`src/hw/rtl/tbpc_pkg.sv`:
```
`timescale 1ns / 1ps

package tbpc_pkg;

    localparam int TIME_W  = 32;
    localparam int CFG_W   = 16;
    localparam int PADDR_W = 4;
    localparam int PDATA_W = 32;
    localparam int IDX_W   = 2;

    localparam logic [1:0] KIND_SHORT = 2'd0;
    localparam logic [1:0] KIND_LONG  = 2'd1;
    localparam logic [1:0] KIND_COMBO = 2'd2;

    localparam logic [1:0] BTN_UP     = 2'd0;
    localparam logic [1:0] BTN_ACTION = 2'd1;
    localparam logic [1:0] BTN_DOWN   = 2'd2;

    localparam logic [IDX_W-1:0] REG_DEBOUNCE = 2'd0;
    localparam logic [IDX_W-1:0] REG_LONG     = 2'd1;
    localparam logic [IDX_W-1:0] REG_COMBO    = 2'd2;

    localparam logic [CFG_W-1:0] DEBOUNCE_RST = 16'd50;
    localparam logic [CFG_W-1:0] LONG_RST     = 16'd1000;
    localparam logic [CFG_W-1:0] COMBO_RST    = 16'd2000;

    typedef struct packed {
        logic [CFG_W-1:0] debounce_time;
        logic [CFG_W-1:0] long_press_time;
        logic [CFG_W-1:0] combo_hold_time;
    } cfg_t;

    typedef struct packed {
        logic              ev;
        logic [1:0]        kind;
        logic              stable;
        logic [TIME_W-1:0] press_start;
    } btn_stat_t;

endpackage

```
`src/hw/rtl/tbpc_if.sv`:
```
`timescale 1ns / 1ps

interface tbpc_sample_if;
    logic                         valid;
    logic                         ready;
    logic                         up_level;
    logic                         action_level;
    logic                         down_level;
    logic [tbpc_pkg::TIME_W-1:0]  time_now;

    modport source (output valid, output up_level, output action_level,
                    output down_level, output time_now, input ready);
    modport sink   (input valid, input up_level, input action_level,
                    input down_level, input time_now, output ready);
endinterface

interface tbpc_report_if;
    logic       valid;
    logic       ready;
    logic [1:0] event_kind;
    logic [1:0] button_code;

    modport source (output valid, output event_kind, output button_code, input ready);
    modport sink   (input valid, input event_kind, input button_code, output ready);
endinterface

```
`src/hw/rtl/tbpc_cfg_regs.sv`:
```
`timescale 1ns / 1ps

module tbpc_cfg_regs
(
    input  logic                          clk,
    input  logic                          rst_n,
    input  logic                          psel,
    input  logic                          penable,
    input  logic                          pwrite,
    input  logic [tbpc_pkg::PADDR_W-1:0]  paddr,
    input  logic [tbpc_pkg::PDATA_W-1:0]  pwdata,
    output logic [tbpc_pkg::PDATA_W-1:0]  prdata,
    output logic                          pready,
    output tbpc_pkg::cfg_t                cfg
);

    tbpc_pkg::cfg_t                  cfg_reg;
    logic                            wr_en;
    logic [tbpc_pkg::IDX_W-1:0]      idx;

    assign pready = 1'b1;
    assign wr_en  = psel && penable && pwrite && pready;
    assign idx    = paddr[tbpc_pkg::PADDR_W-1:2];
    assign cfg    = cfg_reg;

    always_ff @(posedge clk or negedge rst_n)
    begin
        if (!rst_n)
        begin
            cfg_reg.debounce_time   <= tbpc_pkg::DEBOUNCE_RST;
            cfg_reg.long_press_time <= tbpc_pkg::LONG_RST;
            cfg_reg.combo_hold_time <= tbpc_pkg::COMBO_RST;
        end
        else if (wr_en)
        begin
            case (idx)
                tbpc_pkg::REG_DEBOUNCE:
                    cfg_reg.debounce_time <= pwdata[tbpc_pkg::CFG_W-1:0];
                tbpc_pkg::REG_LONG:
                    cfg_reg.long_press_time <= pwdata[tbpc_pkg::CFG_W-1:0];
                tbpc_pkg::REG_COMBO:
                    cfg_reg.combo_hold_time <= pwdata[tbpc_pkg::CFG_W-1:0];
                default:
                begin
                end
            endcase
        end
    end

    always_comb
    begin
        prdata = '0;
        case (idx)
            tbpc_pkg::REG_DEBOUNCE:
                prdata[tbpc_pkg::CFG_W-1:0] = cfg_reg.debounce_time;
            tbpc_pkg::REG_LONG:
                prdata[tbpc_pkg::CFG_W-1:0] = cfg_reg.long_press_time;
            tbpc_pkg::REG_COMBO:
                prdata[tbpc_pkg::CFG_W-1:0] = cfg_reg.combo_hold_time;
            default:
                prdata = '0;
        endcase
    end

endmodule

```
`src/hw/rtl/tbpc_button.sv`:
```
`timescale 1ns / 1ps

module tbpc_button
(
    input  logic                         clk,
    input  logic                         rst_n,
    input  logic                         step,
    input  logic                         long_en,
    input  logic                         raw,
    input  logic [tbpc_pkg::TIME_W-1:0]  now,
    input  logic [tbpc_pkg::CFG_W-1:0]   debounce_time,
    input  logic [tbpc_pkg::CFG_W-1:0]   long_press_time,
    output tbpc_pkg::btn_stat_t          stat
);

    logic                         last_raw_reg;
    logic                         last_raw_next;
    logic [tbpc_pkg::TIME_W-1:0]  change_time_reg;
    logic [tbpc_pkg::TIME_W-1:0]  change_time_next;
    logic                         stable_reg;
    logic                         stable_next;
    logic [tbpc_pkg::TIME_W-1:0]  start_reg;
    logic [tbpc_pkg::TIME_W-1:0]  start_next;
    logic                         held_reg;
    logic                         held_next;

    logic                         changed;
    logic [tbpc_pkg::TIME_W-1:0]  deb_elapsed;
    logic [tbpc_pkg::TIME_W-1:0]  hold_elapsed;
    logic                         take;
    logic                         held_mid;
    logic                         short_ev;
    logic                         long_ev;

    always_comb
    begin
        changed          = raw != last_raw_reg;
        last_raw_next    = raw;
        change_time_next = changed ? now : change_time_reg;
        deb_elapsed      = now - change_time_next;
        take             = (deb_elapsed >= tbpc_pkg::TIME_W'(debounce_time))
                           && (raw != stable_reg);
        stable_next      = take ? raw : stable_reg;
        start_next       = (take && raw) ? now : start_reg;
        held_mid         = (take && raw) ? 1'b0 : held_reg;
        short_ev         = take && !raw && !held_reg;
        hold_elapsed     = now - start_next;
        long_ev          = long_en && !short_ev && stable_next && !held_mid
                           && (hold_elapsed >= tbpc_pkg::TIME_W'(long_press_time));
        held_next        = held_mid || long_ev;

        stat.ev          = short_ev || long_ev;
        stat.kind        = long_ev ? tbpc_pkg::KIND_LONG : tbpc_pkg::KIND_SHORT;
        stat.stable      = stable_next;
        stat.press_start = start_next;
    end

    always_ff @(posedge clk or negedge rst_n)
    begin
        if (!rst_n)
        begin
            last_raw_reg    <= 1'b0;
            change_time_reg <= '0;
            stable_reg      <= 1'b0;
            start_reg       <= '0;
            held_reg        <= 1'b0;
        end
        else if (step)
        begin
            last_raw_reg    <= last_raw_next;
            change_time_reg <= change_time_next;
            stable_reg      <= stable_next;
            start_reg       <= start_next;
            held_reg        <= held_next;
        end
    end

endmodule

```
`src/hw/rtl/tbpc_combo.sv`:
```
`timescale 1ns / 1ps

module tbpc_combo
(
    input  logic                         clk,
    input  logic                         rst_n,
    input  logic                         step,
    input  logic [tbpc_pkg::TIME_W-1:0]  now,
    input  logic [tbpc_pkg::CFG_W-1:0]   combo_hold_time,
    input  tbpc_pkg::btn_stat_t          up_stat,
    input  tbpc_pkg::btn_stat_t          down_stat,
    output logic                         ev
);

    logic                         reported_reg;
    logic                         reported_next;
    logic                         both;
    logic [tbpc_pkg::TIME_W-1:0]  start;
    logic [tbpc_pkg::TIME_W-1:0]  elapsed;

    always_comb
    begin
        both          = up_stat.stable && down_stat.stable;
        start         = (up_stat.press_start > down_stat.press_start)
                        ? up_stat.press_start : down_stat.press_start;
        elapsed       = now - start;
        ev            = both && !reported_reg
                        && (elapsed >= tbpc_pkg::TIME_W'(combo_hold_time));
        reported_next = both && (reported_reg || ev);
    end

    always_ff @(posedge clk or negedge rst_n)
    begin
        if (!rst_n)
        begin
            reported_reg <= 1'b0;
        end
        else if (step)
        begin
            reported_reg <= reported_next;
        end
    end

endmodule

```
`src/hw/rtl/three_button_press_classifier.sv`:
```
`timescale 1ns / 1ps

// channel  | dir | beat fields
// ---------+-----+------------------------------------------------------
// sample   | in  | up_level, action_level, down_level, time_now[31:0]
// report   | out | event_kind[1:0], button_code[1:0]
// apb      | cfg | 0x0 debounce_time, 0x4 long_press_time, 0x8 combo_hold_time
//
// One sample beat per cycle while the report is not stalled; a sample passes the
// sample register, then the report register, and gives a report only on an event.
// The button/combo update between those two registers is combinational.
// Reset: all button state clears to released, time stamps to zero.
// A stalled report holds the sample stage; sample.ready drops only then.
module three_button_press_classifier
(
    input  logic                          clk,
    input  logic                          rst_n,
    tbpc_sample_if.sink                   sample,
    tbpc_report_if.source                 report,
    input  logic                          psel,
    input  logic                          penable,
    input  logic                          pwrite,
    input  logic [tbpc_pkg::PADDR_W-1:0]  paddr,
    input  logic [tbpc_pkg::PDATA_W-1:0]  pwdata,
    output logic [tbpc_pkg::PDATA_W-1:0]  prdata,
    output logic                          pready
);

    tbpc_pkg::cfg_t               cfg;

    logic                         in_valid_reg;
    logic                         up_reg;
    logic                         action_reg;
    logic                         down_reg;
    logic [tbpc_pkg::TIME_W-1:0]  now_reg;

    logic                         out_valid_reg;
    logic [1:0]                   kind_reg;
    logic [1:0]                   kind_next;
    logic [1:0]                   code_reg;
    logic [1:0]                   code_next;

    logic                         go;
    logic                         any_ev;
    logic                         combo_ev;
    tbpc_pkg::btn_stat_t          up_stat;
    tbpc_pkg::btn_stat_t          action_stat;
    tbpc_pkg::btn_stat_t          down_stat;

    assign go           = in_valid_reg && (!out_valid_reg || report.ready);
    assign sample.ready = !in_valid_reg || go;

    tbpc_cfg_regs u_cfg
    (
        .clk     (clk),
        .rst_n   (rst_n),
        .psel    (psel),
        .penable (penable),
        .pwrite  (pwrite),
        .paddr   (paddr),
        .pwdata  (pwdata),
        .prdata  (prdata),
        .pready  (pready),
        .cfg     (cfg)
    );

    tbpc_button u_up
    (
        .clk             (clk),
        .rst_n           (rst_n),
        .step            (go),
        .long_en         (1'b0),
        .raw             (up_reg),
        .now             (now_reg),
        .debounce_time   (cfg.debounce_time),
        .long_press_time (cfg.long_press_time),
        .stat            (up_stat)
    );

    tbpc_button u_action
    (
        .clk             (clk),
        .rst_n           (rst_n),
        .step            (go && !up_stat.ev),
        .long_en         (1'b1),
        .raw             (action_reg),
        .now             (now_reg),
        .debounce_time   (cfg.debounce_time),
        .long_press_time (cfg.long_press_time),
        .stat            (action_stat)
    );

    tbpc_button u_down
    (
        .clk             (clk),
        .rst_n           (rst_n),
        .step            (go && !up_stat.ev && !action_stat.ev),
        .long_en         (1'b0),
        .raw             (down_reg),
        .now             (now_reg),
        .debounce_time   (cfg.debounce_time),
        .long_press_time (cfg.long_press_time),
        .stat            (down_stat)
    );

    tbpc_combo u_combo
    (
        .clk             (clk),
        .rst_n           (rst_n),
        .step            (go && !up_stat.ev && !action_stat.ev && !down_stat.ev),
        .now             (now_reg),
        .combo_hold_time (cfg.combo_hold_time),
        .up_stat         (up_stat),
        .down_stat       (down_stat),
        .ev              (combo_ev)
    );

    // first event in up, action, down, combo order wins
    always_comb
    begin
        any_ev    = up_stat.ev || action_stat.ev || down_stat.ev || combo_ev;
        kind_next = tbpc_pkg::KIND_COMBO;
        code_next = tbpc_pkg::BTN_ACTION;
        if (up_stat.ev)
        begin
            kind_next = up_stat.kind;
            code_next = tbpc_pkg::BTN_UP;
        end
        else if (action_stat.ev)
        begin
            kind_next = action_stat.kind;
            code_next = tbpc_pkg::BTN_ACTION;
        end
        else if (down_stat.ev)
        begin
            kind_next = down_stat.kind;
            code_next = tbpc_pkg::BTN_DOWN;
        end
    end

    always_ff @(posedge clk or negedge rst_n)
    begin
        if (!rst_n)
        begin
            in_valid_reg  <= 1'b0;
            out_valid_reg <= 1'b0;
        end
        else
        begin
            if (sample.ready)
            begin
                in_valid_reg <= sample.valid;
            end
            if (go)
            begin
                out_valid_reg <= any_ev;
            end
            else if (report.ready)
            begin
                out_valid_reg <= 1'b0;
            end
        end
    end

    always_ff @(posedge clk)
    begin
        if (sample.ready && sample.valid)
        begin
            up_reg     <= sample.up_level;
            action_reg <= sample.action_level;
            down_reg   <= sample.down_level;
            now_reg    <= sample.time_now;
        end
        if (go && any_ev)
        begin
            kind_reg <= kind_next;
            code_reg <= code_next;
        end
    end

    assign report.valid       = out_valid_reg;
    assign report.event_kind  = kind_reg;
    assign report.button_code = code_reg;

endmodule

```
`src/flat_wrapper.sv`:
```
// flat-port wrapper written by rule: the top's interface ports become plain ports
module three_button_press_classifier_flat 
  (clk, rst_n, psel, penable, pwrite, paddr, pwdata, prdata, pready, sample_valid, sample_up_level, sample_action_level, sample_down_level, sample_time_now, sample_ready, report_valid, report_event_kind, report_button_code, report_ready);
  tbpc_sample_if sample_i ();
  tbpc_report_if report_i ();
  input  logic clk;
  input  logic rst_n;
  input  logic psel;
  input  logic penable;
  input  logic pwrite;
  input  logic [tbpc_pkg::PADDR_W-1:0] paddr;
  input  logic [tbpc_pkg::PDATA_W-1:0] pwdata;
  output logic [tbpc_pkg::PDATA_W-1:0] prdata;
  output logic pready;
  input wire logic [$bits(sample_i.valid)-1:0] sample_valid;
  input wire logic [$bits(sample_i.up_level)-1:0] sample_up_level;
  input wire logic [$bits(sample_i.action_level)-1:0] sample_action_level;
  input wire logic [$bits(sample_i.down_level)-1:0] sample_down_level;
  input wire logic [$bits(sample_i.time_now)-1:0] sample_time_now;
  output wire logic [$bits(sample_i.ready)-1:0] sample_ready;
  output wire logic [$bits(report_i.valid)-1:0] report_valid;
  output wire logic [$bits(report_i.event_kind)-1:0] report_event_kind;
  output wire logic [$bits(report_i.button_code)-1:0] report_button_code;
  input wire logic [$bits(report_i.ready)-1:0] report_ready;
  assign sample_i.valid = sample_valid;
  assign sample_i.up_level = sample_up_level;
  assign sample_i.action_level = sample_action_level;
  assign sample_i.down_level = sample_down_level;
  assign sample_i.time_now = sample_time_now;
  assign sample_ready = sample_i.ready;
  assign report_valid = report_i.valid;
  assign report_event_kind = report_i.event_kind;
  assign report_button_code = report_i.button_code;
  assign report_i.ready = report_ready;
  three_button_press_classifier u_core (.clk(clk), .rst_n(rst_n), .sample(sample_i), .report(report_i), .psel(psel), .penable(penable), .pwrite(pwrite), .paddr(paddr), .pwdata(pwdata), .prdata(prdata), .pready(pready));
endmodule
```
`config.mk`:
```
export PLATFORM = sky130hd
export DESIGN_NAME = three_button_press_classifier_flat
export DESIGN_NICKNAME = d
export VERILOG_FILES = /design/src/hw/rtl/tbpc_pkg.sv /design/src/hw/rtl/tbpc_if.sv /design/src/hw/rtl/tbpc_cfg_regs.sv /design/src/hw/rtl/tbpc_button.sv /design/src/hw/rtl/tbpc_combo.sv /design/src/hw/rtl/three_button_press_classifier.sv /design/src/flat_wrapper.sv
export SDC_FILE = /design/constraint.sdc
export NUM_CORES = 1
export LEC_CHECK = 0
export BUFFER_PORTS_ARGS = -buffer_cell sky130_fd_sc_hd__buf_4
export CAP_MARGIN = 10
export CORE_ASPECT_RATIO = 1.5
export CORE_MARGIN = 2
export CORE_UTILIZATION = 43
export DETAILED_ROUTE_END_ITERATION = 7
export MAX_ROUTING_LAYER = met4
export PLACE_DENSITY_LB_ADDON = 0.1
export SYNTH_ARGS = -nofsm -noshare
export SYNTH_HDL_FRONTEND = slang
export SYNTH_HIERARCHICAL = 1
export SYNTH_SLANG_ARGS = --single-unit
```
`constraint.sdc`:
```
create_clock -name clk -period 17 [get_ports clk]
set_input_delay 0.85 -clock clk [delete_from_list [all_inputs] [get_ports clk]]
set_output_delay 0.85 -clock clk [all_outputs]
set_load 0.03 [all_outputs]
```
==> results of run 1 <==
==> layout make-up <==
| class | count | area share (%) |
|---|---|---|
| clock buffers | 50 | 2.94 |
| multi-input cells | 3375 | 66.0 |
| well taps | 1016 | 3.50 |
| repair buffers | 140 | 2.91 |
| clock inverters | 19 | 0.709 |
| diodes | 3 | 0.0207 |
| flip-flops and latches | 291 | 20.6 |
| inverters | 322 | 3.33 |
==> routing by layer <==
| metal | global-route usage [%] | vias to the layer above |
|---|---|---|
| li1 | - | 15202 |
| met1 | 35.1 | 15337 |
| met2 | 57.1 | 862 |
| met3 | 3.63 | 312 |
| met4 | 20.4 | 0 |
| met5 | - | - |
==> metrics by stage <==
step | worst slack [ns] | hold WS [ns] | utilization, %
floorplan | 4.41 | 0.450 | -
global placement | 2.23 | 0.462 | 45.2
detailed placement | 2.18 | 0.470 | 45.2
CTS | 2.16 | 0.278 | 46.9
global route | 0.946 | 0.289 | 46.9
finish | 1.96 | 0.231 | 46.9
==> path summary, 6_finish.rpt <==
check | startpoint | end | slack, ns
setup / recovery | u_core/action_reg | u_core/u_down/start_reg[2] | 1.96
hold / removal | rst_n | u_core/u_action/change_time_reg[9] | 0.23
setup reg to reg | u_core/action_reg | u_core/u_down/start_reg[2] | 1.96
hold reg to reg | u_core/u_action/start_reg[0] | u_core/u_action/start_reg[0] | 0.48
max in group asynchronous | rst_n | u_core/u_up/start_reg[29] | 14.45
min in group clk | sample_down_level | u_core/down_reg | 0.44
==> cells in the final DEF, fill, tap and decap left out, drive strengths merged, types with 76 or more instances in the layout <==
master and count:
ha 322, mux2 136, nand4 76, inv 325
nand2 382, xnor2 120, nand3 84, nor2 291
dfrtp 237, o21ai 294, buf 140, mux2i 190
a21oi 375, a21o 105
==> power by group through the flow <==
| stage | registers, mW | logic [mW] | clock network (mW) |
|---|---|---|---|
| finish | 1.29 | 7.04 | 0.885 |
| global route | 1.32 | 7.76 | 0.927 |
| CTS | 1.28 | 6.95 | 0.909 |
| detailed placement | 1.29 | 6.91 | 0 |
| global placement | 1.28 | 6.88 | 0 |
| floorplan | 1.17 | 5.20 | 0 |
==> out/results.txt, run 1 <==
status: finished, final reports clean
vias in the first global route: 31101
CTS tree: yes
startpoint type of the worst setup path: register
Die H: 346 um
Worst R2R Path Depth: 54
Slowest cell on crit path: xnor2_2
Max Slew Vio Count: 0
setup_tns: 0 ns
final wirelength: 129000 um
latest clock arrival within the worst-skew pair: 0.59 ns
cts hold-fix bufs: 0
H-tree lvl count: 2
Hold/Removal Path Class: input pin to async pin
crit-path max FO: 44
cell row count: 125
Congestion Overflow GR: 0
area growth from synthesis to layout: 8.32%
Critical Path AT: 15.48 ns
DR WL/cell: 24.8 um
cell depth of the worst setup path: 54
Relative slew margins: 25.3%
Worst Path Required: 17.44 ns
CTS Root Cell: clkbuf_16
first-pass GRT wire length: 192000 um
drt first pass iters: 6
area of the multi-input gates: 24000 sq um
Buf/Inv on CP: 1
Initial DRC Count: 2284
port bufs: 81
Register Area: 7500 sq um
Comb power frac: 76.4%
Post-Place Cell Area: 35000 sq um
Reg power frac: 14.0%
skew final: 0.0308 ns
PostCTS Resize Cnt: 0
Overall Power: 9.21 mW
minimum clock period: 15.04 ns
max layer used: met4
WL met2: 64700 um
GPL Wtd Cong: 1.01
Metal-1 WL: 50000 um
# IOs: 117
clock-pin slew on the worst setup and hold paths: 0.08 ns
P_leak: 16.5 nW
Max Fclk: 0.0665 GHz
family with the most delay on the worst path: compound AO/OA/AOI/OAI gates
RSZ-0062 raised after global routing: no
die width: 232 um
Netlist Area Pre-Place: 33600 sq um
max_cap viols: 0
critical path type: register to register
switching pwr: 4.95 mW
layout net count: 4572
CP endpoint kind: register
antenna violations before repair: 1
Final ANT Viol Nets: 0
vias per inst: 6.08
Final Hold Fails: 0
syn avg cell area: 8.01 sq um
cells after synthesis: 4187
share of cells above drive strength 1: 10.6%
slowest stage delay, CP: 0.70 ns
Slew @ Worst Pin: 1.12 ns
filler instances: 7801
Syn. warnings: 6
switching share of power: 53.7%
DRC Markers: 0
design area: 36300 sq um
die area: 80300 sq um
worst vdd ir: 96.4 uV
Num CTS Buffers: 38
# clock sinks: 291
met3 routed WL: 4980 um
initial core utilization: 43.3%
Clock power frac: 9.6%
final worst path period share: 88.5%
P_int: 4.27 mW
max reg flops: 48
DP Wirelength: 99200 um
all-layer global routing usage: 32.7%
via count: 31713
Final setup viols: 0
CORE AREA: 77400 sq um
dpl cells: 5144
largest net degree at the start of global routing: 83
Longest Clk Path Bufs: 3
post-route insts no fill: 5216
setup bufs post-CTS: 0
PwrDens: 254 nW/um^2
Note: power is estimated with default switching activity, not from simulation.
==> inputs of run 2 (changes only) <==
--- a/config.mk
+++ b/config.mk
@@ -5,12 +5,12 @@
 export SDC_FILE = /design/constraint.sdc
 export NUM_CORES = 1
 export LEC_CHECK = 0
-export BUFFER_PORTS_ARGS = -buffer_cell sky130_fd_sc_hd__buf_4
 export CAP_MARGIN = 10
 export CORE_ASPECT_RATIO = 1.5
 export CORE_MARGIN = 2
 export CORE_UTILIZATION = 43
 export DETAILED_ROUTE_END_ITERATION = 7
+export DONT_BUFFER_PORTS = 1
 export MAX_ROUTING_LAYER = met4
 export PLACE_DENSITY_LB_ADDON = 0.1
 export SYNTH_ARGS = -nofsm -noshare
==> out/results.txt, run 2 (synthesis results as in run 1) <==
status: finished, final reports clean
CTS Root Cell: clkbuf_16
area growth from synthesis to layout: 6.68%
slowest stage delay, CP: 0.73 ns
die width: 232 um
# IOs: 117
dpl cells: 5060
Relative slew margins: 7.98%
R2R Path Start: u_core/action_reg
setup ws final: 1.65 ns
pre-CTS setup slack: 1.89 ns
drt first pass iters: 6
skew final: 0.0319 ns
final wirelength: 128000 um
setup bufs post-CTS: 0
Worst setup endpoint: u_core/u_down/start_reg[21]
all-layer global routing usage: 32.3%
max_cap viols: 0
PwrDens: 257 nW/um^2
family with the most delay on the worst path: compound AO/OA/AOI/OAI gates
CTS tree: yes
cell row count: 125
P_leak: 16.2 nW
cell depth of the worst setup path: 54
DP Wirelength: 97500 um
Num CTS Buffers: 39
final worst path period share: 90.3%
critical path type: register to register
Slowest cell on crit path: nand2_2
Max Slew Vio Count: 0
vias per inst: 6.11
CORE AREA: 77400 sq um
Hold/Removal Path Class: input pin to async pin
commonest non-fill, non-tap cell in the layout: nand2_1
first-pass GRT wire length: 191000 um
Reg2Reg Setup Slack: 1.65 ns
H-tree lvl count: 2
vias in the first global route: 30908
Worst Path Required: 17.46 ns
CP startpoint: u_core/action_reg
post-route insts no fill: 5138
via count: 31382
Max Fclk: 0.0651 GHz
crit-path max FO: 44
Die H: 346 um
CP endpoint kind: register
initial core utilization: 43.3%
largest net degree at the start of global routing: 212
setup_tns: 0 ns
FF-to-FF End: u_core/u_down/start_reg[21]
RSZ-0062 raised after global routing: no
commonest non-fill, non-tap cells in the layout: nand2_1, a21oi_1, inv_1, ha_1, nor2_1
Congestion Overflow GR: 0
Worst R2R Path Depth: 54
DR WL/cell: 24.9 um
PostCTS Resize Cnt: 0
Buf/Inv on CP: 1
antenna violations before repair: 3
port bufs: 0
worst vdd ir: 106 uV
Final setup viols: 0
share of cells above drive strength 1: 8.93%
Longest Clk Path Bufs: 3
Critical Path AT: 15.82 ns
Final ANT Viol Nets: 0
minimum clock period: 15.35 ns
Overall Power: 9.19 mW
DRC Markers: 0
# clock sinks: 291
die area: 80300 sq um
Initial DRC Count: 2102
startpoint type of the worst setup path: register
Final Hold Fails: 0
clock-pin slew on the worst setup and hold paths: 0.07 ns
Slew @ Worst Pin: 1.37 ns
layout net count: 4493
max reg flops: 48
latest clock arrival within the worst-skew pair: 0.60 ns
GPL Wtd Cong: 0.979
run 2: cell count changes in the layout (fill, tap and decap cells not counted), moves of 3 or more:
cell / change
clkbuf_8: -3
clkinv_4: -3
buf_4: -81
clkinv_2: +3
inv_6: +3
run 2: how the worst min path moves through the flow:
stage / start / to / slack [ns] / cells after the start
5_1_grt: rst_n / u_core/u_cfg/cfg[19] / 0.08 / 0
3_5_place_dp: u_core/u_action/start_reg[5] / u_core/u_action/start_reg[5] / 0.47 / 2
2_1_floorplan: u_core/u_down/start_reg[1] / u_core/u_down/start_reg[1] / 0.45 / 2
6_report: rst_n / u_core/u_cfg/cfg[19] / 0.11 / 0
3_3_place_gp: u_core/u_down/start_reg[6] / u_core/u_down/start_reg[6] / 0.46 / 2
4_1_cts: rst_n / u_core/u_cfg/cfg[19] / 0.08 / 0
run 2: final cells by class:
type	instances	area (sq um)
multi-input cells	3375	24000
diodes	2	5.00
clock inverters	24	293
clock buffers	48	1050
well taps	1016	1270
repair buffers	60	483
fillers	7893	41600
flip-flops and latches	291	7500
inverters	322	1210
run 2: power by group:
| group | internal (mW) | switching [mW] |
|---|---|---|
| registers | 0.992 | 0.289 |
| logic | 2.73 | 4.28 |
| clock network | 0.522 | 0.371 |
| total | 4.25 | 4.94 |
run 2: timing repair:
action,in CTS,in global routing
hold buffers,2,0
endpoints found under the hold margin,211,0
setup endpoints to repair,0,0
run 2: stage by stage:
step	hold WS, ns	instance area [sq um]	utilization, %
6_report	0.107	35800	46.2
5_1_grt	0.0818	35800	46.2
4_1_cts	0.0759	35800	46.2
3_5_place_dp	0.471	34400	44.4
3_3_place_gp	0.461	34400	44.4
2_1_floorplan	0.450	33600	-
run 2: routing by layer:
layer	vias to the layer above	global-route usage, %	part of all wire [%]
met2	868	58.3	52
met3	308	3.63	3.9
met1	15173	32.3	36
met5	-	-	0
li1	15033	-	-
met4	0	21.6	8.2
